**src/gsf_pkg.sv**
```systemverilog
package gsf_pkg;

    // Widest image row the line stores are sized for.
    localparam int GSF_MAX_WIDTH = 2048;

    // Height limit applied to the height register.
    localparam logic [12:0] HEIGHT_LIMIT = 13'd4096;

    // Reset values of the configuration registers.
    localparam logic [11:0] WIDTH_RESET  = 12'd640;
    localparam logic [12:0] HEIGHT_RESET = 13'd480;

    // Filter modes.
    localparam logic [1:0] MODE_COPY  = 2'd0;
    localparam logic [1:0] MODE_GAUSS = 2'd1;
    localparam logic [1:0] MODE_SOBEL = 2'd2;

    // Configuration register indexes.
    localparam logic [1:0] REG_MODE   = 2'd0;
    localparam logic [1:0] REG_WIDTH  = 2'd1;
    localparam logic [1:0] REG_HEIGHT = 2'd2;

    // Input operation codes.
    localparam logic OP_PIXEL = 1'b0;

    // Depth of the output queue; it also bounds the items in flight.
    localparam int QUEUE_DEPTH = 16;

    // 5x5 Gaussian kernel, weights sum to 273.
    localparam logic [5:0] GAUSS_KERNEL [5][5] = '{
        '{6'd1, 6'd4,  6'd7,  6'd4,  6'd1},
        '{6'd4, 6'd16, 6'd26, 6'd16, 6'd4},
        '{6'd7, 6'd26, 6'd41, 6'd26, 6'd7},
        '{6'd4, 6'd16, 6'd26, 6'd16, 6'd4},
        '{6'd1, 6'd4,  6'd7,  6'd4,  6'd1}
    };

    // Division by 273 as multiplication by ceil(2^25 / 273) and a shift.
    // The product is exact for every sum below 2^25 / 271.
    localparam logic [16:0] GAUSS_RECIP = 17'd122911;
    localparam int          GAUSS_SHIFT = 25;

    // What the last pipeline stage hands to the output queue.
    typedef struct packed {
        logic        push;
        logic [1:0]  mode;
        logic        last;
        logic [23:0] copy_px;
        logic [23:0] gauss_px;
        logic [23:0] sobel_px;
    } merge_in_t;

endpackage

```
**src/gsf_gauss_lane.sv**
```systemverilog
module gsf_gauss_lane
    import gsf_pkg::*;
(
    input  logic       clk,
    input  logic [7:0] taps [25],
    output logic [7:0] result
);

    logic [16:0] row_sum [5];
    logic [16:0] row_sum_reg [5];
    logic [16:0] total_reg;
    logic [33:0] prod_reg;

    // Weighted sum of each window row.
    always_comb
    begin
        for (int s = 0; s < 5; s++)
        begin
            row_sum[s] = '0;
            for (int t = 0; t < 5; t++)
            begin
                row_sum[s] = row_sum[s]
                    + 17'(taps[s * 5 + t]) * 17'(GAUSS_KERNEL[s][t]);
            end
        end
    end

    always_ff @(posedge clk)
    begin
        row_sum_reg <= row_sum;
        total_reg   <= row_sum_reg[0] + row_sum_reg[1] + row_sum_reg[2]
                       + row_sum_reg[3] + row_sum_reg[4];
        prod_reg    <= 34'(total_reg) * 34'(GAUSS_RECIP);
    end

    assign result = prod_reg[GAUSS_SHIFT +: 8];

endmodule

```
**config.mk**
```make
export PLATFORM = sky130hd
export DESIGN_NAME = gsf_gauss_lane
export DESIGN_NICKNAME = d
export VERILOG_FILES = /design/src/gsf_pkg.sv /design/src/gsf_gauss_lane.sv
export SDC_FILE = /design/constraint.sdc
export NUM_CORES = 1
export LEC_CHECK = 0
export BUFFER_PORTS_ARGS = -buffer_cell sky130_fd_sc_hd__buf_2
export CAP_MARGIN = 0
export CORE_AREA = 2 2 153 215
export CTS_CLUSTER_DIAMETER = 200
export CTS_CLUSTER_SIZE = 10
export DETAILED_ROUTE_END_ITERATION = 10
export DIE_AREA = 0 0 155 217
export PLACE_DENSITY = 0.75
export SYNTH_ARGS = -nofsm -noshare
export SYNTH_HDL_FRONTEND = slang
export SYNTH_SLANG_ARGS = --single-unit
```
**constraint.sdc**
```tcl
create_clock -name clk -period 16.5 [get_ports clk]
set_clock_uncertainty 0.1 [all_clocks]
set_input_delay 1.65 -clock clk [delete_from_list [all_inputs] [get_ports clk]]
set_output_delay 1.65 -clock clk [all_outputs]
set_load 0.005 [all_outputs]
```
==> run metrics <==
GRT Total Usage=21.45%; number of synthesized flops with an enable pin=0; Hold Buf Count CTS=0; Post-Syn Area=0.01721 mm²; share of async-settable or async-resettable flops after synthesis=0%; Slew HR=between 60% and 70%; Rows=between 70 and 80; max FFs per register=70; Detailed Route WL=33,340 µm; WP data required=16.62 ns; htree depth=3; CP arrival=7.66 ns; Critical R2R Launch=total_reg[3]$_DFF_P_; Initial Utilization=53.93%; area delta synth->final=10.99%; Placer Congestion=0.8966; RSZ-0062 raised after global routing=no; nets=between 2,000 and 3,000; CTS Root Cell=clkbuf_16; pin count of the biggest net entering global routing=19; Clk Latency, worst-skew pair=0.34 ns; fraction of final layout cells sized beyond drive strength 1=around an eighth; DIE AREA=0.03364 mm²; post-CTS sizing=0; Clock Tree Buf Depth=2; crit end category=flop; Distinct cells, synth=46; post-CTS setup buffers=0; DR pass1 iterations=5; Main synth FF type=dfxtp_1; vias per inst=5.010; peak fanout along the critical path=4; IO Pins=209; Fillers=around 2,600; core area=0.03191 mm²; Worst Tran Pin Value=roughly 0.57 ns; worst setup path startpoint=taps[104]; DR WL/cell=14.36 µm; via count=11,630; hold slack=0.3968 ns; setup_tns=0 ns; first-pass GRT wire length=57,710 µm; fin. max-slew vios=0; TritonCTS clock tree=done; die height=approximately 220 µm; DRC=0; post-synthesis sequential area ratio=11.05%; Syn. warnings=0; Mapped Cells=1,694; TritonCTS sink count=95; post-DP HPWL=31,170 µm; PortBufs=208; number of global-route vias before repair=13,060; fin crit share=between 40% and 50%; Fin. Hold Viols=0; Post-Syn Nets=2,570; worst hold path class=flop to flop; status=finished, final reports clean; final global-route overflow total=0; Tmin final=7.536 ns; Max Cap Violations=0; flops & latches, synth=95; final setup vio count=0; Fmax=132.7 MHz; Reg clk slew, reported paths=about 0.070 ns; CP Launch Type=input pin; total CTS buffers=9; initial drt markers=322; hold_sp=row_sum_reg[68]$_DFF_P_; antenna violations before repair=5; Antenna Violating Nets Remaining=0; critical path class=input pin to flop; Die X=155 µm; syn_area_per_cell=10.16 µm²
path summary, 6_finish.rpt:
check,to,slack (ns),depth (start not counted)
max reg2reg,prod_reg[32]$_DFF_P_,10.68,18
max,row_sum_reg[49]$_DFF_P_,8.96,23
min,total_reg[0]$_DFF_P_,0.40,1
min reg2reg,total_reg[0]$_DFF_P_,0.40,1
final cells by class:
| type | count | area [µm²] | share of cell area, % |
|---|---|---|---|
| Antenna cell | 4 | 10.01 | 0.05240 |
| Clock buffer | 9 | 225.2 | 1.179 |
| Clock inverter | 7 | 115.1 | 0.6026 |
| Inverter | 535 | 2008 | 10.51 |
| Multi-Input combinational cell | 1064 | 13300 | 69.63 |
| Sequential cell | 95 | 1902 | 9.955 |
| Tap cell | 400 | 500.5 | 2.620 |
| Timing Repair Buffer | 208 | 1041 | 5.449 |
cell usage after synthesis, drive strengths merged, types with 4 or more instances:
| cell type | n | area share, % |
|---|---|---|
| fa | 320 | 37 |
| nor2b | 5 | 0.18 |
| nand4 | 4 | 0.15 |
| nor3 | 10 | 0.29 |
| inv | 535 | 12 |
| a31oi | 7 | 0.25 |
| dfxtp | 95 | 11 |
| a21oi | 79 | 2.3 |
| a21o | 24 | 1.1 |
| o21bai | 14 | 0.61 |
| xnor2 | 67 | 3.4 |
| nand2b | 4 | 0.15 |
| ha | 355 | 26 |
| nand3 | 9 | 0.26 |
| nor2 | 28 | 0.61 |
| nand2 | 38 | 0.83 |
| o21ai | 37 | 1.1 |
| xor2 | 23 | 1.2 |
| nor4 | 5 | 0.18 |
placed cells by master, fill, tap and decap left out, drive strengths merged, types with 3 or more instances in the layout:
master / instances
inv: 537
ha: 355
fa: 320
buf: 208
dfxtp: 95
a21oi: 79
xnor2: 67
nand2: 38
o21ai: 37
nor2: 28
a21o: 24
xor2: 23
o21bai: 14
nor3: 10
nand3: 9
clkbuf: 9
a31oi: 7
nor2b: 5
nor4: 5
diode: 4
nand4: 4
nand2b: 4
a211oi: 3
o211ai: 3
or2: 3
per-layer routing:
| layer | global-route usage, % | wire length [µm] |
|---|---|---|
| met1 | 22.27 | 11680 |
| met2 | 41.79 | 18690 |
| met3 | 2.330 | 993 |
| met4 | 11.27 | 1961 |
| met5 | 0 | 13 |
worst max-delay path: stages:
cell and delay (ns):
buf_2 0.12, ha_1 0.29, ha_1 0.28, ha_1 0.22, fa_1 0.47, a21o_1 0.18
a21oi_1 0.23, xnor2_1 0.13, fa_1 0.51, fa_1 0.52, inv_1 0.06, fa_1 0.52
inv_1 0.05, fa_1 0.47, inv_1 0.05, fa_1 0.47, inv_1 0.04, ha_1 0.33
and3_1 0.19, a311oi_1 0.40, o21ai_0 0.23, a21oi_1 0.18, o21bai_1 0.08
stage by stage:
step / cell area [µm²] / setup slack, ns / std cells / util [%]
global placement: 18750 / 8.692 / 2302 / 58.76
detailed placement: 18750 / 8.628 / 2302 / 58.76
CTS: 19090 / 8.975 / 2318 / 59.83
finish: 19100 / 8.964 / 2322 / 59.86
global route: 19100 / 8.679 / 2322 / 59.86
floorplan: 17210 / 9.044 / 1694 / -
cell families (layout without fill, tap and decap cells):
kind of cell / count (synthesis) / count (layout) / synth area share, %
fa+ha+maj: 675 / 675 / 63.03
compound gates: 184 / 184 / 6.485
simple gates: 114 / 114 / 3.126
mux: 1 / 1 / 0.06542
flops: 95 / 95 / 11.05
buf+inv: 535 / 759 / 11.67
other cells: 0 / 4 / 0
xor+xnor: 90 / 90 / 4.580
Power is not shown: default switching activity piles up to over one toggle a cycle in this logic, so the estimate is an artifact.
