==> config.mk <==
export PLATFORM = sky130hd
export DESIGN_NAME = gsf_out_queue
export DESIGN_NICKNAME = d
export VERILOG_FILES = /design/src/gsf_pkg.sv /design/src/gsf_out_queue.sv
export SDC_FILE = /design/constraint.sdc
export NUM_CORES = 1
export LEC_CHECK = 0
export BUFFER_PORTS_ARGS = -buffer_cell sky130_fd_sc_hd__buf_2
export CAP_MARGIN = 10
export CORE_MARGIN = 2
export CORE_UTILIZATION = 28
export DETAILED_ROUTE_END_ITERATION = 12
export GPL_TIMING_DRIVEN = 0
export SLEW_MARGIN = 20
export SYNTH_ARGS = -nofsm -noshare
export SYNTH_HDL_FRONTEND = slang
export SYNTH_SLANG_ARGS = --single-unit
==> constraint.sdc <==
create_clock -name clk -period 2.48 [get_ports clk]
set_input_delay 0.496 -clock clk [delete_from_list [all_inputs] [get_ports clk]]
set_output_delay 0.496 -clock clk [all_outputs]
set_load 0.02 [all_outputs]
==> src/gsf_pkg.sv <==
package gsf_pkg;

    // Widest image row the line stores are sized for.
    localparam int GSF_MAX_WIDTH = 2048;

    // Height limit applied to the height register.
    localparam logic [12:0] HEIGHT_LIMIT = 13'd4096;

    // Reset values of the configuration registers.
    localparam logic [11:0] WIDTH_RESET  = 12'd640;
    localparam logic [12:0] HEIGHT_RESET = 13'd480;

    // Filter modes.
    localparam logic [1:0] MODE_COPY  = 2'd0;
    localparam logic [1:0] MODE_GAUSS = 2'd1;
    localparam logic [1:0] MODE_SOBEL = 2'd2;

    // Configuration register indexes.
    localparam logic [1:0] REG_MODE   = 2'd0;
    localparam logic [1:0] REG_WIDTH  = 2'd1;
    localparam logic [1:0] REG_HEIGHT = 2'd2;

    // Input operation codes.
    localparam logic OP_PIXEL = 1'b0;

    // Depth of the output queue; it also bounds the items in flight.
    localparam int QUEUE_DEPTH = 16;

    // 5x5 Gaussian kernel, weights sum to 273.
    localparam logic [5:0] GAUSS_KERNEL [5][5] = '{
        '{6'd1, 6'd4,  6'd7,  6'd4,  6'd1},
        '{6'd4, 6'd16, 6'd26, 6'd16, 6'd4},
        '{6'd7, 6'd26, 6'd41, 6'd26, 6'd7},
        '{6'd4, 6'd16, 6'd26, 6'd16, 6'd4},
        '{6'd1, 6'd4,  6'd7,  6'd4,  6'd1}
    };

    // Division by 273 as multiplication by ceil(2^25 / 273) and a shift.
    // The product is exact for every sum below 2^25 / 271.
    localparam logic [16:0] GAUSS_RECIP = 17'd122911;
    localparam int          GAUSS_SHIFT = 25;

    // What the last pipeline stage hands to the output queue.
    typedef struct packed {
        logic        push;
        logic [1:0]  mode;
        logic        last;
        logic [23:0] copy_px;
        logic [23:0] gauss_px;
        logic [23:0] sobel_px;
    } merge_in_t;

endpackage

==> src/gsf_out_queue.sv <==
module gsf_out_queue
    import gsf_pkg::*;
(
    input  logic       clk,
    input  logic       rst_n,
    input  merge_in_t  merge_in,
    input  logic       out_stall,
    output logic       out_valid,
    output logic [7:0] out_chan0,
    output logic [7:0] out_chan1,
    output logic [7:0] out_chan2,
    output logic       last_pixel
);

    localparam int PW = $clog2(QUEUE_DEPTH);
    localparam int CW = $clog2(QUEUE_DEPTH + 1);

    logic [24:0]   entry_reg [QUEUE_DEPTH];
    logic [PW-1:0] head_reg, head_next;
    logic [PW-1:0] tail_reg, tail_next;
    logic [CW-1:0] count_reg, count_next;
    logic [23:0]   sel_px;
    logic          pop;

    // Pick the result of the active filter.
    always_comb
    begin
        case (merge_in.mode)
            MODE_GAUSS: sel_px = merge_in.gauss_px;
            MODE_SOBEL: sel_px = merge_in.sobel_px;
            default:    sel_px = merge_in.copy_px;
        endcase
    end

    assign pop = out_valid && !out_stall;

    always_comb
    begin
        head_next  = head_reg;
        tail_next  = tail_reg;
        count_next = count_reg;
        if (merge_in.push)
        begin
            tail_next = (32'(tail_reg) == QUEUE_DEPTH - 1) ? '0 : tail_reg + PW'(1);
        end
        if (pop)
        begin
            head_next = (32'(head_reg) == QUEUE_DEPTH - 1) ? '0 : head_reg + PW'(1);
        end
        count_next = count_reg + CW'(merge_in.push) - CW'(pop);
    end

    always_ff @(posedge clk or negedge rst_n)
    begin
        if (!rst_n)
        begin
            head_reg  <= '0;
            tail_reg  <= '0;
            count_reg <= '0;
        end
        else
        begin
            head_reg  <= head_next;
            tail_reg  <= tail_next;
            count_reg <= count_next;
        end
    end

    always_ff @(posedge clk)
    begin
        if (merge_in.push)
        begin
            entry_reg[tail_reg] <= {merge_in.last, sel_px};
        end
    end

    assign out_valid  = (count_reg != '0);
    assign out_chan0  = entry_reg[head_reg][7:0];
    assign out_chan1  = entry_reg[head_reg][15:8];
    assign out_chan2  = entry_reg[head_reg][23:16];
    assign last_pixel = entry_reg[head_reg][24];

endmodule

==> results by stage <==
Status:
- The flow ran to the end, but the final reports show violations.
- The checks that failed: setup timing.

Detailed routing:
- The iteration-0 DRC count of the detailed router is 676.
- Using the TritonRoute via totals, the vias-per-cell ratio works out to 4.798.
- The uppermost signal routing layer after detailed routing is met4.
- For this run, design rule violations remaining after detail routing come to 0.
- In this run the remaining antenna-violating nets after routing total 0.
- The sum of routed wire segments on met1 is 18290 um.
- The first detailed-routing pass ran for 5 iterations.
- The routed length per instance is 22.55 um.
- In the detailed route, the total length drawn on met3 is 3232 um.
- The total wirelength of the detailed-routed design is 41430 um.
- The total met2 wirelength after detailed routing is 19280 um.
- The via count is 8814.

Setup path:
- Data arrives at the worst endpoint at 2.45 ns.
- The kind of critical path is flip-flop to output pin.
- The data required time of the critical path is 1.98 ns.
- The end of the worst register-to-register path is count_reg[4].
- The worst setup path is launched from a flip-flop.
- The setup check on the worst reg-to-reg path leaves a slack of -0.02 ns.
- The maximum fanout along the worst path is 7.
- The number of cells on the worst reg-to-reg path is 12.
- In this run the critical register-to-register path is launched from count_reg[2].
- The worst setup path is captured at an output pin.

STA:
- The worst hold slack is 0.2172 ns.
- The final-report hold violation count was 0.
- The final critical-path share of the clock period is 118.8%.
- The number of setup violations in the final report is 26.
- The transition time at the pin with the least slew margin is 1.086 ns.
- Counting I/O delays and the setup requirement, the final critical path takes 2.947 ns.
- The top achievable clock speed is 339.3 MHz.
- Setup repair after global routing could not meet its margin everywhere.
- The worst pin sits at a relative slew slack of 27.58%.
- The max-slew violation count came to 0.
- Across the routed clock network, the largest skew measured is 0.01267 ns.
- Setup slack on the critical path of the routed design comes to -0.4670 ns.

Clocking:
- The clock network latency to the later pin of the worst-skew pair is 0.54 ns.
- CTS built an H-tree with a depth of 2.
- Clock-pin slew was measured on the worst setup and hold paths at 0.06 ns.
- TritonCTS built the clock tree.
- Clock tree synthesis selected as its root buffer the cell clkbuf_16.
- Counting along the longest clock path gives a buffer depth of 3.
- The clock drives 413 sinks.
- The number of buffers added by the clock tree synthesis step is 41.

Pwr:
- Dividing total power by cell area gives a power density of 1160 mW/mm2.
- The internal portion of the total power is 15960 uW.
- The share of power burned in combinational logic is 38.0%.
- IR analysis of the VDD net gives a maximum drop of 0.0005278 V.
- The proportion of power drawn by flip-flops and latches is 36.8%.
- For this design the total switching power over the nets is 7885 uW.
- For this design the static power due to leakage is 0.006899 uW.
- The clock network accounts for 25.2% of the total power.
- The design draws 23840 uW.
- The switching share of total power is 33.07%.

Finish:
- Of the cells placed in the final design, the portion with a size suffix greater than 1 is 38.63%.
- The register with the most flip-flops in the layout has 400 of them.
- The final standard cell count with taps included and fillers excluded is 1837.
- At the end of the flow the core is filled with cells to 35.02%.
- The count of inserted antenna diode cells is 0.
- The post-synthesis to final-layout area growth is 24.29%.
- The final net count is 1125.

Die:
- The number of top-level pins is 105.
- The row count is 89.
- The area of the placeable core is 0.05869 mm2.
- The horizontal die dimension is 247.0 um.
- The initial utilization of the core area, before any placement, comes to 28.18%.
- The floorplan step defined a die boundary enclosing 0.06102 mm2.
- The height of the die is 247.0 um.

Hold path:
- The number of cells on the worst hold path is 2.
- The hold-critical path endpoint is count_reg[0].
- The type of the most critical hold path is input port to flip-flop.
- The startpoint identified for the worst hold timing path is merge_in[75].

Global route:
- The maximum number of pins on one net before global-route repair is 26.
- The first global-routing pass estimated 59270 um of wire.
- Global routing consumed, over all layers together, 13.42% of the routing resources.
- The total overflow left after global routing is 0.
- The initial antenna violation count is 0.
- The via count of the first global-routing pass is 8892.

Logic synthesis:
- The share of synthesized registers carrying an async set or reset is 3.148%.
- Among all flip-flop cells after synthesis, the most frequent one is edfxtp_1.
- The register bit count reported by yosys is 413.
- The number of enable flip-flop cells after synthesis is 400.
- After synthesis, the cell types taking the most area are edfxtp_1, mux4_2, mux2i_1, a22oi_1, dfrtp_1.
- The number of nets handed over by synthesis was 933.
- The cell count after synthesis came out at 840.
- Of the post-synthesis cell area, the dominant cell type holds 72.64%.
- The total number of yosys warnings is 0.
- The mapped netlist covers 0.01654 mm2.
- The post-synthesis area per instance is 19.69 um2.
- The count of unique library cells instantiated by Yosys is 36.
- For this run, the register share of the synthesized area comes to 74.61%.
- The synthesized design spends more area on one cell type than any other, namely edfxtp_1.

Place:
- Buffers placed on the I/O ports in this run total 104.
- The worst-case setup slack after placement is -0.8330 ns.
- The congestion estimate from routability-driven global placement came to 0.7368.
- Including well taps, the total number of placed cells is 1746.
- The post-detailed-placement half-perimeter wirelength is 26370 um.

Run:
- The number of violations of the max-capacitance limit is 0.
## metrics by stage
stage | TNS, ns | cell area (um2)
2_1_floorplan | -0.02289 | 16550
3_3_place_gp | -494.45 | 18040
3_5_place_dp | -173.09 | 18490
4_1_cts | -11.62 | 20090
5_1_grt | -12.33 | 20550
6_report | -10.76 | 20550
## cell families (layout without fill, tap and decap cells)
family | Yosys count | after routing | synth area share (%)
simple gates | 61 | 61 | 1.824
fa+ha+maj | 14 | 14 | 1.105
xor+xnor | 7 | 7 | 0.3708
buf+inv | 60 | 284 | 1.831
mux | 152 | 152 | 14.89
compound gates | 133 | 133 | 5.372
flops | 413 | 413 | 74.61
## synth_stat cells (17+ instances only)
master,n
a22oi_1,49
and2_1,17
nand2_1,31
clkbuf_1,20
o21ai_1,17
mux4_2,75
edfxtp_1,400
o21ai_0,35
buf_2,19
mux2i_1,75
a32oi_1,25
## timing repair
item | CTS | global route
buffers inserted | 9 | 6
endpoints found under the hold margin | 13 | 0
setup endpoints to repair | 134 | 187
resized for setup | 72 | 103
pin swaps | 5 | 21
hold buffers | 1 | 0
cloned | 0 | 2
## critical path, cell delays in order, from the launching register on
cell       delay, ns
dfrtp_2         0.43
buf_8           0.16
buf_12          0.15
clkbuf_16       0.16
mux4_2          0.50
a32oi_2         0.17
o21ai_2         0.14
buf_6           0.17
## cells in the final DEF (no fill, tap or decap), types with 2 or more instances in the layout
cell type | synthesis | routed
clkbuf_4 | 1 | 3
clkbuf_8 | 0 | 2
o21ai_0 | 35 | 3
buf_2 | 19 | 92
clkbuf_1 | 20 | 15
clkbuf_2 | 0 | 8
ha_1 | 13 | 10
buf_16 | 0 | 3
inv_2 | 0 | 2
nand2_1 | 31 | 31
dfrtp_2 | 0 | 3
and2_2 | 0 | 16
mux2i_1 | 75 | 75
buf_6 | 1 | 23
nor2_1 | 6 | 5
ha_4 | 0 | 3
buf_4 | 4 | 33
buf_12 | 1 | 18
a32oi_2 | 0 | 13
xnor2_1 | 5 | 5
clkinv_2 | 0 | 8
a22oi_1 | 49 | 31
clkbuf_16 | 0 | 44
clkinv_1 | 0 | 12
mux4_2 | 75 | 75
a22oi_2 | 0 | 18
o21ai_1 | 17 | 21
dfrtp_1 | 13 | 10
bufinv_16 | 0 | 3
a32oi_1 | 25 | 12
a21oi_1 | 4 | 3
mux2_2 | 2 | 2
o21ai_2 | 0 | 28
edfxtp_1 | 400 | 400
inv_1 | 11 | 8
xor2_1 | 2 | 2
buf_8 | 1 | 4
## routing by layer
| metal | global-route usage (%) | vias to the layer above |
|---|---|---|
| li1 | - | 3866 |
| met4 | 2.817 | 0 |
| met5 | 0 | - |
| met1 | 18.93 | 4577 |
| met2 | 21.30 | 323 |
| met3 | 2.876 | 48 |
## power groups by stage
stage	sequential, uW	clock [uW]	combinational, uW
6_report	8770	6020	9060
5_1_grt	8820	6390	9680
4_1_cts	8750	6130	8260
3_5_place_dp	8890	0	7700
3_3_place_gp	8900	0	7410
2_1_floorplan	8820	0	4950
## layout make-up
cell class              count  area (um2)
repair buffers            150        1194
flip-flops and latches    413       12340
well taps                 773       967.2
plain buffers              48       446.7
clock buffers              50        1102
clock inverters            25       191.4
fillers                  5424       38130
multi-input cells         367        4267
inverters                  11       43.79
## how the worst max path moves through the flow
stage                       startpoint                 to  slack (ns)
final                      head_reg[0]       out_chan2[1]       -0.47
after CTS                  head_reg[0]       out_chan2[6]       -0.50
after global placement    merge_in[73]   entry_reg[6][17]       -1.03
after global routing       head_reg[0]       out_chan2[0]       -0.53
after floorplan           count_reg[3]       count_reg[4]       -0.02
after detailed placement  merge_in[73]  entry_reg[13][21]       -0.83
(Power assumes the default switching activity.)
