## src/gsf_pkg.sv

```systemverilog
package gsf_pkg;

    // Widest image row the line stores are sized for.
    localparam int GSF_MAX_WIDTH = 2048;

    // Height limit applied to the height register.
    localparam logic [12:0] HEIGHT_LIMIT = 13'd4096;

    // Reset values of the configuration registers.
    localparam logic [11:0] WIDTH_RESET  = 12'd640;
    localparam logic [12:0] HEIGHT_RESET = 13'd480;

    // Filter modes.
    localparam logic [1:0] MODE_COPY  = 2'd0;
    localparam logic [1:0] MODE_GAUSS = 2'd1;
    localparam logic [1:0] MODE_SOBEL = 2'd2;

    // Configuration register indexes.
    localparam logic [1:0] REG_MODE   = 2'd0;
    localparam logic [1:0] REG_WIDTH  = 2'd1;
    localparam logic [1:0] REG_HEIGHT = 2'd2;

    // Input operation codes.
    localparam logic OP_PIXEL = 1'b0;

    // Depth of the output queue; it also bounds the items in flight.
    localparam int QUEUE_DEPTH = 16;

    // 5x5 Gaussian kernel, weights sum to 273.
    localparam logic [5:0] GAUSS_KERNEL [5][5] = '{
        '{6'd1, 6'd4,  6'd7,  6'd4,  6'd1},
        '{6'd4, 6'd16, 6'd26, 6'd16, 6'd4},
        '{6'd7, 6'd26, 6'd41, 6'd26, 6'd7},
        '{6'd4, 6'd16, 6'd26, 6'd16, 6'd4},
        '{6'd1, 6'd4,  6'd7,  6'd4,  6'd1}
    };

    // Division by 273 as multiplication by ceil(2^25 / 273) and a shift.
    // The product is exact for every sum below 2^25 / 271.
    localparam logic [16:0] GAUSS_RECIP = 17'd122911;
    localparam int          GAUSS_SHIFT = 25;

    // What the last pipeline stage hands to the output queue.
    typedef struct packed {
        logic        push;
        logic [1:0]  mode;
        logic        last;
        logic [23:0] copy_px;
        logic [23:0] gauss_px;
        logic [23:0] sobel_px;
    } merge_in_t;

endpackage

```

## src/gsf_sobel_lane.sv

```systemverilog
module gsf_sobel_lane
    import gsf_pkg::*;
(
    input  logic       clk,
    input  logic [7:0] taps [9],
    output logic [7:0] result
);

    logic [10:0]        gx_pos, gx_neg, gy_pos, gy_neg;
    logic signed [11:0] gx_reg, gy_reg;
    logic [10:0]        gx_abs, gy_abs;
    logic [11:0]        mag;

    // Positive and negative halves of both masks.
    always_comb
    begin
        gx_pos = 11'(taps[0]) + {2'b0, taps[1], 1'b0} + 11'(taps[2]);
        gx_neg = 11'(taps[6]) + {2'b0, taps[7], 1'b0} + 11'(taps[8]);
        gy_pos = 11'(taps[2]) + {2'b0, taps[5], 1'b0} + 11'(taps[8]);
        gy_neg = 11'(taps[0]) + {2'b0, taps[3], 1'b0} + 11'(taps[6]);
    end

    always_ff @(posedge clk)
    begin
        gx_reg <= signed'({1'b0, gx_pos}) - signed'({1'b0, gx_neg});
        gy_reg <= signed'({1'b0, gy_pos}) - signed'({1'b0, gy_neg});
    end

    always_comb
    begin
        gx_abs = gx_reg[11] ? 11'(-gx_reg) : gx_reg[10:0];
        gy_abs = gy_reg[11] ? 11'(-gy_reg) : gy_reg[10:0];
        mag    = 12'(gx_abs) + 12'(gy_abs);
    end

    assign result = mag[10:3];

endmodule

```

## config.mk

```make
export PLATFORM = sky130hd
export DESIGN_NAME = gsf_sobel_lane
export DESIGN_NICKNAME = d
export VERILOG_FILES = /design/src/gsf_pkg.sv /design/src/gsf_sobel_lane.sv
export SDC_FILE = /design/constraint.sdc
export NUM_CORES = 1
export LEC_CHECK = 0
export BUFFER_PORTS_ARGS = -buffer_cell sky130_fd_sc_hd__buf_4
export CORE_MARGIN = 4
export CORE_UTILIZATION = 56
export CTS_CLUSTER_DIAMETER = 60
export CTS_CLUSTER_SIZE = 25
export DETAILED_ROUTE_END_ITERATION = 6
export HOLD_SLACK_MARGIN = 0.1
export PLACE_DENSITY = 0.8
export RECOVER_POWER = 50
export SLEW_MARGIN = 20
export SYNTH_ARGS = -nofsm -noshare
export SYNTH_HDL_FRONTEND = slang
export SYNTH_SLANG_ARGS = --single-unit
```

## constraint.sdc

```tcl
create_clock -name clk -period 4 [get_ports clk]
set_clock_uncertainty 0.2 [all_clocks]
set_input_delay 0 -clock clk [delete_from_list [all_inputs] [get_ports clk]]
set_output_delay 0 -clock clk [all_outputs]
set_load 0.02 [all_outputs]
```

==> impl_metrics.ini, run 1 <==
[synth]
synth_fp_nets = 563
yosys_warnings = 0
synth-edff-count = 0
synth_compound_area_share_pct = 10.1
synth_seq_cells = 24
synth_top_cell_by_area = fa_1
synth_top_area_share_pct = 34.3
synth-xor-area-share_pct = 9.47
synth_top_family_by_area = adder cells
async_reset_ff_share_pct = 0
seq_area_frac_synth_pct = 13.3
yosys-top-cells-count = inv_1 (130), fa_1 (62), ha_1 (35)
synth_ff_type = dfxtp_1
synthCells = 393
ys_types = 45
synth_most_common_cell = inv_1
synth_area_leaders = fa_1 (34%), inv_1 (13%), dfxtp_1 (13%)
synth.avg_cell_area_sq_um = 9.21
yosys.area_share.simple_pct = 6.95
synth_mux_area_share_pct = 0
synth_area_sq_um = 3620
synth_adder_area_share_pct = 46.4

[worst_hold_path]
hold_path_class = in2reg

[power]
internal_power_mw = 2.06
p_sw_mw = 2.07
pwr-share-seq_pct = 13.0
p_leak_nw = 2.34
power_density_nw_per_um2 = 952
combPwrFrac_pct = 81.9
p_clk_share_pct = 5.1
swShare_pct = 50.2
vdd_drop_max_v = 0.00171
power_mw = 4.13

[global_route]
grt_util_all_layers_pct = 18.3
grt_start_max_net_pins = 15
grt_overflow_total = 0
grt_antenna_before_repair = 0
grt_pass1_vias = 2905
grt_pass1_wl_mm = 11.5

[sta]
slew_headroom_pct = 71.5
max_freq_mhz = 267
hold_ws_ns = 0.180
min_period_ns = 3.74
finalSetupTns_ns = 0
finalSetupViolations = 0
fin_crit_sh_pct = 93.6
rsz0062_at_grt = no
worst_pin_slew_ns = 0.427
slew_viol_final = 0
finalHoldViolCount = 0

[setup_path]
cp-start-kind = input port
crit_path_cell_trace = dlygate4sd3_1 > clkbuf_1 > fa_1 > inv_1 > ha_1 > inv_1 > fa_1 > ha_1 > fa_1 > a21o_1 > a21oi_1 > o21ai_1 > o41ai_2 > xnor2_1
cp_top_family = adder cells
crit_slowest_cell = dlygate4sd3_1
worstPathArrival_ns = 3.75
crit_buf_inv = 4
cpMostUsedCell = fa_1
crit_path_max_fanout = 2
max_stage_delay_ns = 0.53
crit_required_ns = 4.00
critPathKind = in2reg
end_kind = flop

[die]
fp.dieW_microns = 88.4
dieArea_sq_um = 7810
initial_core_util_pct = 57.3
rows = 29
die_y_microns = 88.4
core_sq_um = 6310
pin_count = 81

[place]
port_buffers = 72
dpl-instance-area_sq_um = 4250
gp_congestion = 0.778
dp_hpwl_mm = 5.89

[clock_network]
cts_resized = 0
cts_tree = built
clock-root-buffer = clkbuf_8
clk_pin_slew_ns = 0.08
clock_path_buffers = 2
htreeDepth = 1
cts_hold_buf = 4
clock_sinks = 24
numCtsBuffers = 3
post_cts_buffers = 0

[route]
drt-wirelength-per-cell_microns = 11.7
drtIter0Drc = 46
drc = 0
num_vias = 2677
routed_via_density = 4.89
final_antenna_net_count = 0
first_pass_iters = 4
routed_wl_mm = 6.43

[final_layout]
drive_gt1_share_pct = 17.4
areaGrowthSynthToFinish_pct = 20.0
num_antenna_cells = 0
nNetsFinal = 642
fin_area_sq_um = 4340
fin_util_pct = 68.7

[status]
run_status = completed

[run]
maxCapViolations = 0
[power groups by stage]
stage / clock network [mW] / registers (mW) / logic (mW)
global placement: 0 / 0.533 / 3.43
floorplan: 0 / 0.487 / 2.60
detailed placement: 0 / 0.537 / 3.54
CTS: 0.213 / 0.533 / 3.57
finish: 0.212 / 0.538 / 3.38
global route: 0.221 / 0.557 / 3.81
[metal layers]
metal	routed length (microns)	part of all wire, %	vias up	global-route usage (%)
met5	0	0	-	0
met4	80	1.2	0	4.40
met3	310	4.8	9	2.05
met2	3590	56	66	37.3
met1	2460	38	1269	19.8
li1	-	-	1333	-
[stage by stage]
stage,worst slack [ns],cells
2_1_floorplan,0.680,393
3_3_place_gp,0.359,540
3_5_place_dp,0.278,540
4_1_cts,0.238,548
5_1_grt,0.115,548
6_report,0.258,548
[final cells by class]
cell class                      instances  area, sq um
Tap cell                               77         96.3
Multi-Input combinational cell        236         2640
Timing Repair Buffer                   76          562
Clock buffer                            3         41.3
Inverter                              131          493
Fill cell                             500         1970
Clock inverter                          1         30.0
Sequential cell                        24          480
[cell families (layout without fill, tap and decap cells)]
group	count (synthesis)	after routing
and+or+nand+nor	52	52
DFF	24	24
adders and majority gates	97	97
AOI/OAI and AO/OA	50	50
buffers and inverters	133	211
xor gates and xnor gates	37	37
[worst min-delay path, stage by stage]
cell and delay [ns]:
buf_4 0.08, fa_1 0.17, inv_1 0.05, ha_1 0.20, a21oi_1 0.11
[placed cells by master (no fill, tap or decap), types with 2 or more instances in the layout]
master | synthesis | layout
dfxtp_1 | 24 | 24
nor2_1 | 12 | 12
a21oi_1 | 7 | 7
a21o_1 | 6 | 6
dlygate4sd3_1 | 0 | 4
xor2_1 | 5 | 5
nand2b_1 | 3 | 3
ha_1 | 35 | 35
nand2_1 | 20 | 20
xnor2_1 | 31 | 31
nor3_1 | 5 | 5
inv_1 | 130 | 130
clkbuf_8 | 0 | 3
buf_4 | 0 | 66
clkbuf_1 | 2 | 5
or2_1 | 2 | 2
o21ai_1 | 7 | 7
o21ai_0 | 4 | 4
o31ai_1 | 4 | 4
fa_1 | 62 | 62
o21a_1 | 5 | 5
o21bai_1 | 2 | 2
a21boi_0 | 0 | 2
[final timing paths]
kind                 start  depth (start not counted)          to  slack, ns
hold / removal    taps[47]                          5  gy_reg[11]       0.18
setup / recovery  taps[65]                         14   gx_reg[9]       0.26
Power figures use the tool's default switching activity.
==> run 2: changes to the inputs <==
--- a/config.mk
+++ b/config.mk
@@ -12,7 +12,7 @@
 export CTS_CLUSTER_SIZE = 25
 export DETAILED_ROUTE_END_ITERATION = 6
 export HOLD_SLACK_MARGIN = 0.1
-export PLACE_DENSITY = 0.8
+export PLACE_DENSITY_LB_ADDON = 0.15
 export RECOVER_POWER = 50
 export SLEW_MARGIN = 20
 export SYNTH_ARGS = -nofsm -noshare
==> impl_metrics.ini, run 2 (synthesis results as in run 1) <==
[clock_network]
clock_path_buffers = 2
clock_sinks = 24
clock-root-buffer = clkbuf_8
post_cts_buffers = 0
numCtsBuffers = 3
cts_tree = built
htreeDepth = 1
clk_pin_slew_ns = 0.08

[sta]
finalSetupTns_ns = 0
finalHoldViolCount = 0
slew_viol_final = 0
min_period_ns = 3.67
worst_pin_slew_ns = 0.421
slew_headroom_pct = 71.9
rsz0062_at_grt = no
fin_crit_sh_pct = 91.7
max_freq_mhz = 273
finalSetupViolations = 0

[die]
pin_count = 81
dieArea_sq_um = 7810
initial_core_util_pct = 57.3
die_y_microns = 88.4
core_sq_um = 6310
rows = 29
fp.dieW_microns = 88.4

[power]
power_density_nw_per_um2 = 943
p_sw_mw = 2.03
p_leak_nw = 2.34
internal_power_mw = 2.06
p_clk_share_pct = 5.1
vdd_drop_max_v = 0.00140
pwr-share-seq_pct = 12.9
swShare_pct = 49.7
combPwrFrac_pct = 81.9

[setup_path]
critPathKind = in2reg
crit_buf_inv = 4
max_stage_delay_ns = 0.54
cp_top_family = adder cells
end_kind = flop
worstPathArrival_ns = 3.67
cpMostUsedCell = fa_1
crit_required_ns = 4.00
crit_slowest_cell = dlygate4sd3_1
cp-start-kind = input port
crit_path_max_fanout = 2
crit_path_cell_trace = dlygate4sd3_1 > clkbuf_1 > fa_1 > inv_1 > ha_1 > inv_1 > fa_1 > ha_1 > fa_1 > a21o_1 > a21oi_1 > o21ai_1 > o41ai_2 > xnor2_1

[global_route]
grt_util_all_layers_pct = 17.6
grt_use_met1_pct = 19.9
grt_pass1_vias = 2817
grt_pass1_wl_mm = 11.1
grt_start_max_net_pins = 15
met2_usage_pct = 35.0
grt_antenna_before_repair = 0
global_route.usage.met3_pct = 1.30
grt_overflow_total = 0
top_usage_layer = met2

[final_layout]
nNetsFinal = 642
fin_area_sq_um = 4340
areaGrowthSynthToFinish_pct = 19.8
final_common_cell = inv_1
drive_gt1_share_pct = 17.2
finalNonFillerCells = 548
final_cell_mix = inv_1 (130), buf_4 (66), fa_1 (62)
num_antenna_cells = 0
n_fill_cell = 544

[place]
dp.cells = 540
port_buffers = 72
gp_congestion = 0.751
dpl-instance-area_sq_um = 4250
dp_hpwl_mm = 5.75

[run]
maxCapViolations = 0

[route]
drt-wirelength-per-cell_microns = 11.2
drtIter0Drc = 36
routed_via_density = 4.80
final_antenna_net_count = 0
routed_wl_mm = 6.15
drc = 0
num_vias = 2630
first_pass_iters = 4

[status]
run_status = completed

[worst_hold_path]
hold_path_class = in2reg
==> run 2: worst paths after layout <==
kind,start,to,slack [ns],depth (start not counted)
max,taps[65],gx_reg[9],0.33,14
min,taps[47],gy_reg[11],0.18,5
==> run 2: through the flow <==
step	worst slack [ns]	total power, mW	utilization, %	hold slack [ns]
2_1_floorplan	0.680	3.08	-	0.0272
3_3_place_gp	0.355	3.97	67.3	0.171
3_5_place_dp	0.332	4.04	67.3	0.185
4_1_cts	0.302	4.29	69.0	0.176
5_1_grt	0.185	4.58	68.7	0.230
6_report	0.333	4.09	68.7	0.178
==> run 2: layout make-up <==
cell class                      instances  area, sq um  area share, %
Clock buffer                            3         41.3          0.952
Multi-Input combinational cell        236         2640           60.8
Inverter                              131          493           11.4
Clock inverter                          1         30.0          0.692
Tap cell                               77         96.3           2.22
Timing Repair Buffer                   76          558           12.9
Sequential cell                        24          480           11.1
==> run 2: power groups by stage <==
stage	clock network, mW	logic [mW]	registers (mW)
after CTS	0.214	3.55	0.529
after detailed placement	0	3.51	0.535
final	0.210	3.35	0.529
after global routing	0.221	3.81	0.549
after floorplan	0	2.60	0.487
after global placement	0	3.44	0.532
==> run 2: per-layer routing <==
layer	part of all wire (%)	vias up	routed length [microns]
li1	-	1323	-
met1	39	1241	2420
met2	55	53	3390
met3	3.3	13	204
met4	2.2	0	133
met5	0	-	0
==> run 2: what timing repair did <==
item | in CTS | in global routing
resized for setup | 0 | 0
hold buffers | 4 | 0
endpoints found under the hold margin | 4 | 0
==> run 3: changes to the inputs <==
==> constraint.sdc (replaced) <==
create_clock -name clk -period 3.6 [get_ports clk]
set_clock_uncertainty 0.2 [all_clocks]
set_input_delay 0 -clock clk [delete_from_list [all_inputs] [get_ports clk]]
set_output_delay 0 -clock clk [all_outputs]
set_load 0.02 [all_outputs]
==> impl_metrics.ini, run 3 (synthesis results as in run 1) <==
[route]
num_vias = 2649
drc = 0
drtIter0Drc = 100
routed_wl_mm = 6.25
routed_via_density = 4.84
first_pass_iters = 4
drt-wirelength-per-cell_microns = 11.4
final_antenna_net_count = 0

[die]
core_sq_um = 6310
rows = 29
initial_core_util_pct = 57.3
die_y_microns = 88.4
dieArea_sq_um = 7810
pin_count = 81
fp.dieW_microns = 88.4

[run]
maxCapViolations = 0

[global_route]
grt_pass1_vias = 2976
grt_start_max_net_pins = 13
grt_pass1_wl_mm = 11.5
grt_util_all_layers_pct = 18.4
grt_antenna_before_repair = 0
grt_overflow_total = 0

[setup_path]
crit_path_cell_trace = dlygate4sd3_1 > clkbuf_4 > ha_1 > ha_1 > inv_1 > fa_1 > ha_1 > inv_1 > fa_1 > nor2b_1 > o21ai_1 > a21boi_1 > o2111ai_1 > nand2_1 > xor2_1
critPathKind = in2reg
crit_required_ns = 3.60
cp-start-kind = input port
crit_start = taps[17]
worstPathArrival_ns = 3.41
end_kind = flop
cpMostUsedCell = ha_1
max_stage_delay_ns = 0.55
crit_path_max_fanout = 3
crit_slowest_cell = fa_1

[clock_network]
clock_sinks = 24
cts_tree = built
clk_pin_slew_ns = 0.07
clock-root-buffer = clkbuf_8
numCtsBuffers = 3
clock_path_buffers = 2
htreeDepth = 1

[place]
dp_hpwl_mm = 5.88
gp_congestion = 0.782
dp_slack_ns = 0.0122
port_buffers = 72

[final_layout]
seqCellArea_sq_um = 480
drive_gt1_share_pct = 17.9
multiInputGateArea_sq_um = 2640
areaGrowthSynthToFinish_pct = 19.4
final_cell_mix = inv_1 (130), buf_4 (66), fa_1 (62)
fin_util_pct = 68.5
final_common_cell = inv_1
num_antenna_cells = 0
n_fill_cell = 538
nNetsFinal = 642

[power]
p_leak_nw = 2.34
power_density_nw_per_um2 = 1050
vdd_drop_max_v = 0.00139

[sta]
setup_ws_ns = 0.183
slew_headroom_pct = 73.5
rsz0062_at_grt = no
finalSetupViolations = 0
max_freq_mhz = 293
fin_crit_sh_pct = 94.9
hold_ws_ns = 0.199
finalHoldViolCount = 0
worst_pin_slew_ns = 0.392
slew_viol_final = 0
min_period_ns = 3.42
finalSetupTns_ns = 0

[worst_hold_path]
min_to = gy_reg[1]
holdPathStages = 5
hold_path_class = in2reg
hp-start = taps[16]

[status]
run_status = completed
[run 3: cell count changes in the layout (fill, tap and decap cells not counted), sizes merged]
cell	change
bufinv	-1
[run 3: what timing repair did]
action | 4_1_cts | 5_1_grt
resized for setup | 0 | 1
endpoints found under the setup margin | 0 | 2
hold buffers | 4 | 0
setup buffers | 0 | 0
endpoints found under the hold margin | 4 | 0
[run 3: worst max-delay path, delay by kind of cell]
family                   cells  cell delay [ns]
AO/OA/AOI/OAI                3             0.53
XOR/XNOR                     1             0.14
AND/OR/NAND/NOR              2             0.25
buffers and inverters        4             0.79
adder cells (fa/ha/maj)      5             1.70
[run 3: power by group]
| group | internal [mW] | total, mW | switching (mW) |
|---|---|---|---|
| sequential | 0.432 | 0.594 | 0.162 |
| clock | 0.0748 | 0.151 | 0.0761 |
| combinational | 1.75 | 3.78 | 2.03 |
[run 3: per-stage QoR]
stage / total power, mW / instance area, sq um / std cells
after floorplan: 3.43 / 3620 / 393
after global placement: 4.42 / 4250 / 540
after detailed placement: 4.52 / 4250 / 540
after CTS: 4.69 / 4330 / 547
after global routing: 5.05 / 4320 / 547
final: 4.52 / 4320 / 547
[run 3: how the worst max path moves through the flow]
| stage | endpoint | cells after the start |
|---|---|---|
| after floorplan | gx_reg[9] | 12 |
| after global placement | gx_reg[9] | 13 |
| after detailed placement | gx_reg[9] | 13 |
| after CTS | gy_reg[8] | 15 |
| after global routing | gy_reg[8] | 15 |
| final | gy_reg[9] | 15 |
[run 3: cell type report]
cell class	count	area share, %
repair buffers	76	13.2
flip-flops and latches	24	11.1
well taps	77	2.23
multi-input cells	236	61.1
clock buffers	3	0.955
inverters	131	11.4
[run 3: layer usage]
metal / vias to the layer above / track usage, % / part of all wire [%] / wire (microns)
met5: - / 0 / 0 / 0
met4: 0 / 5.36 / 2.2 / 138
met3: 12 / 1.96 / 3.3 / 205
met2: 50 / 37.0 / 56 / 3520
met1: 1262 / 19.9 / 38 / 2390
li1: 1325 / - / - / -
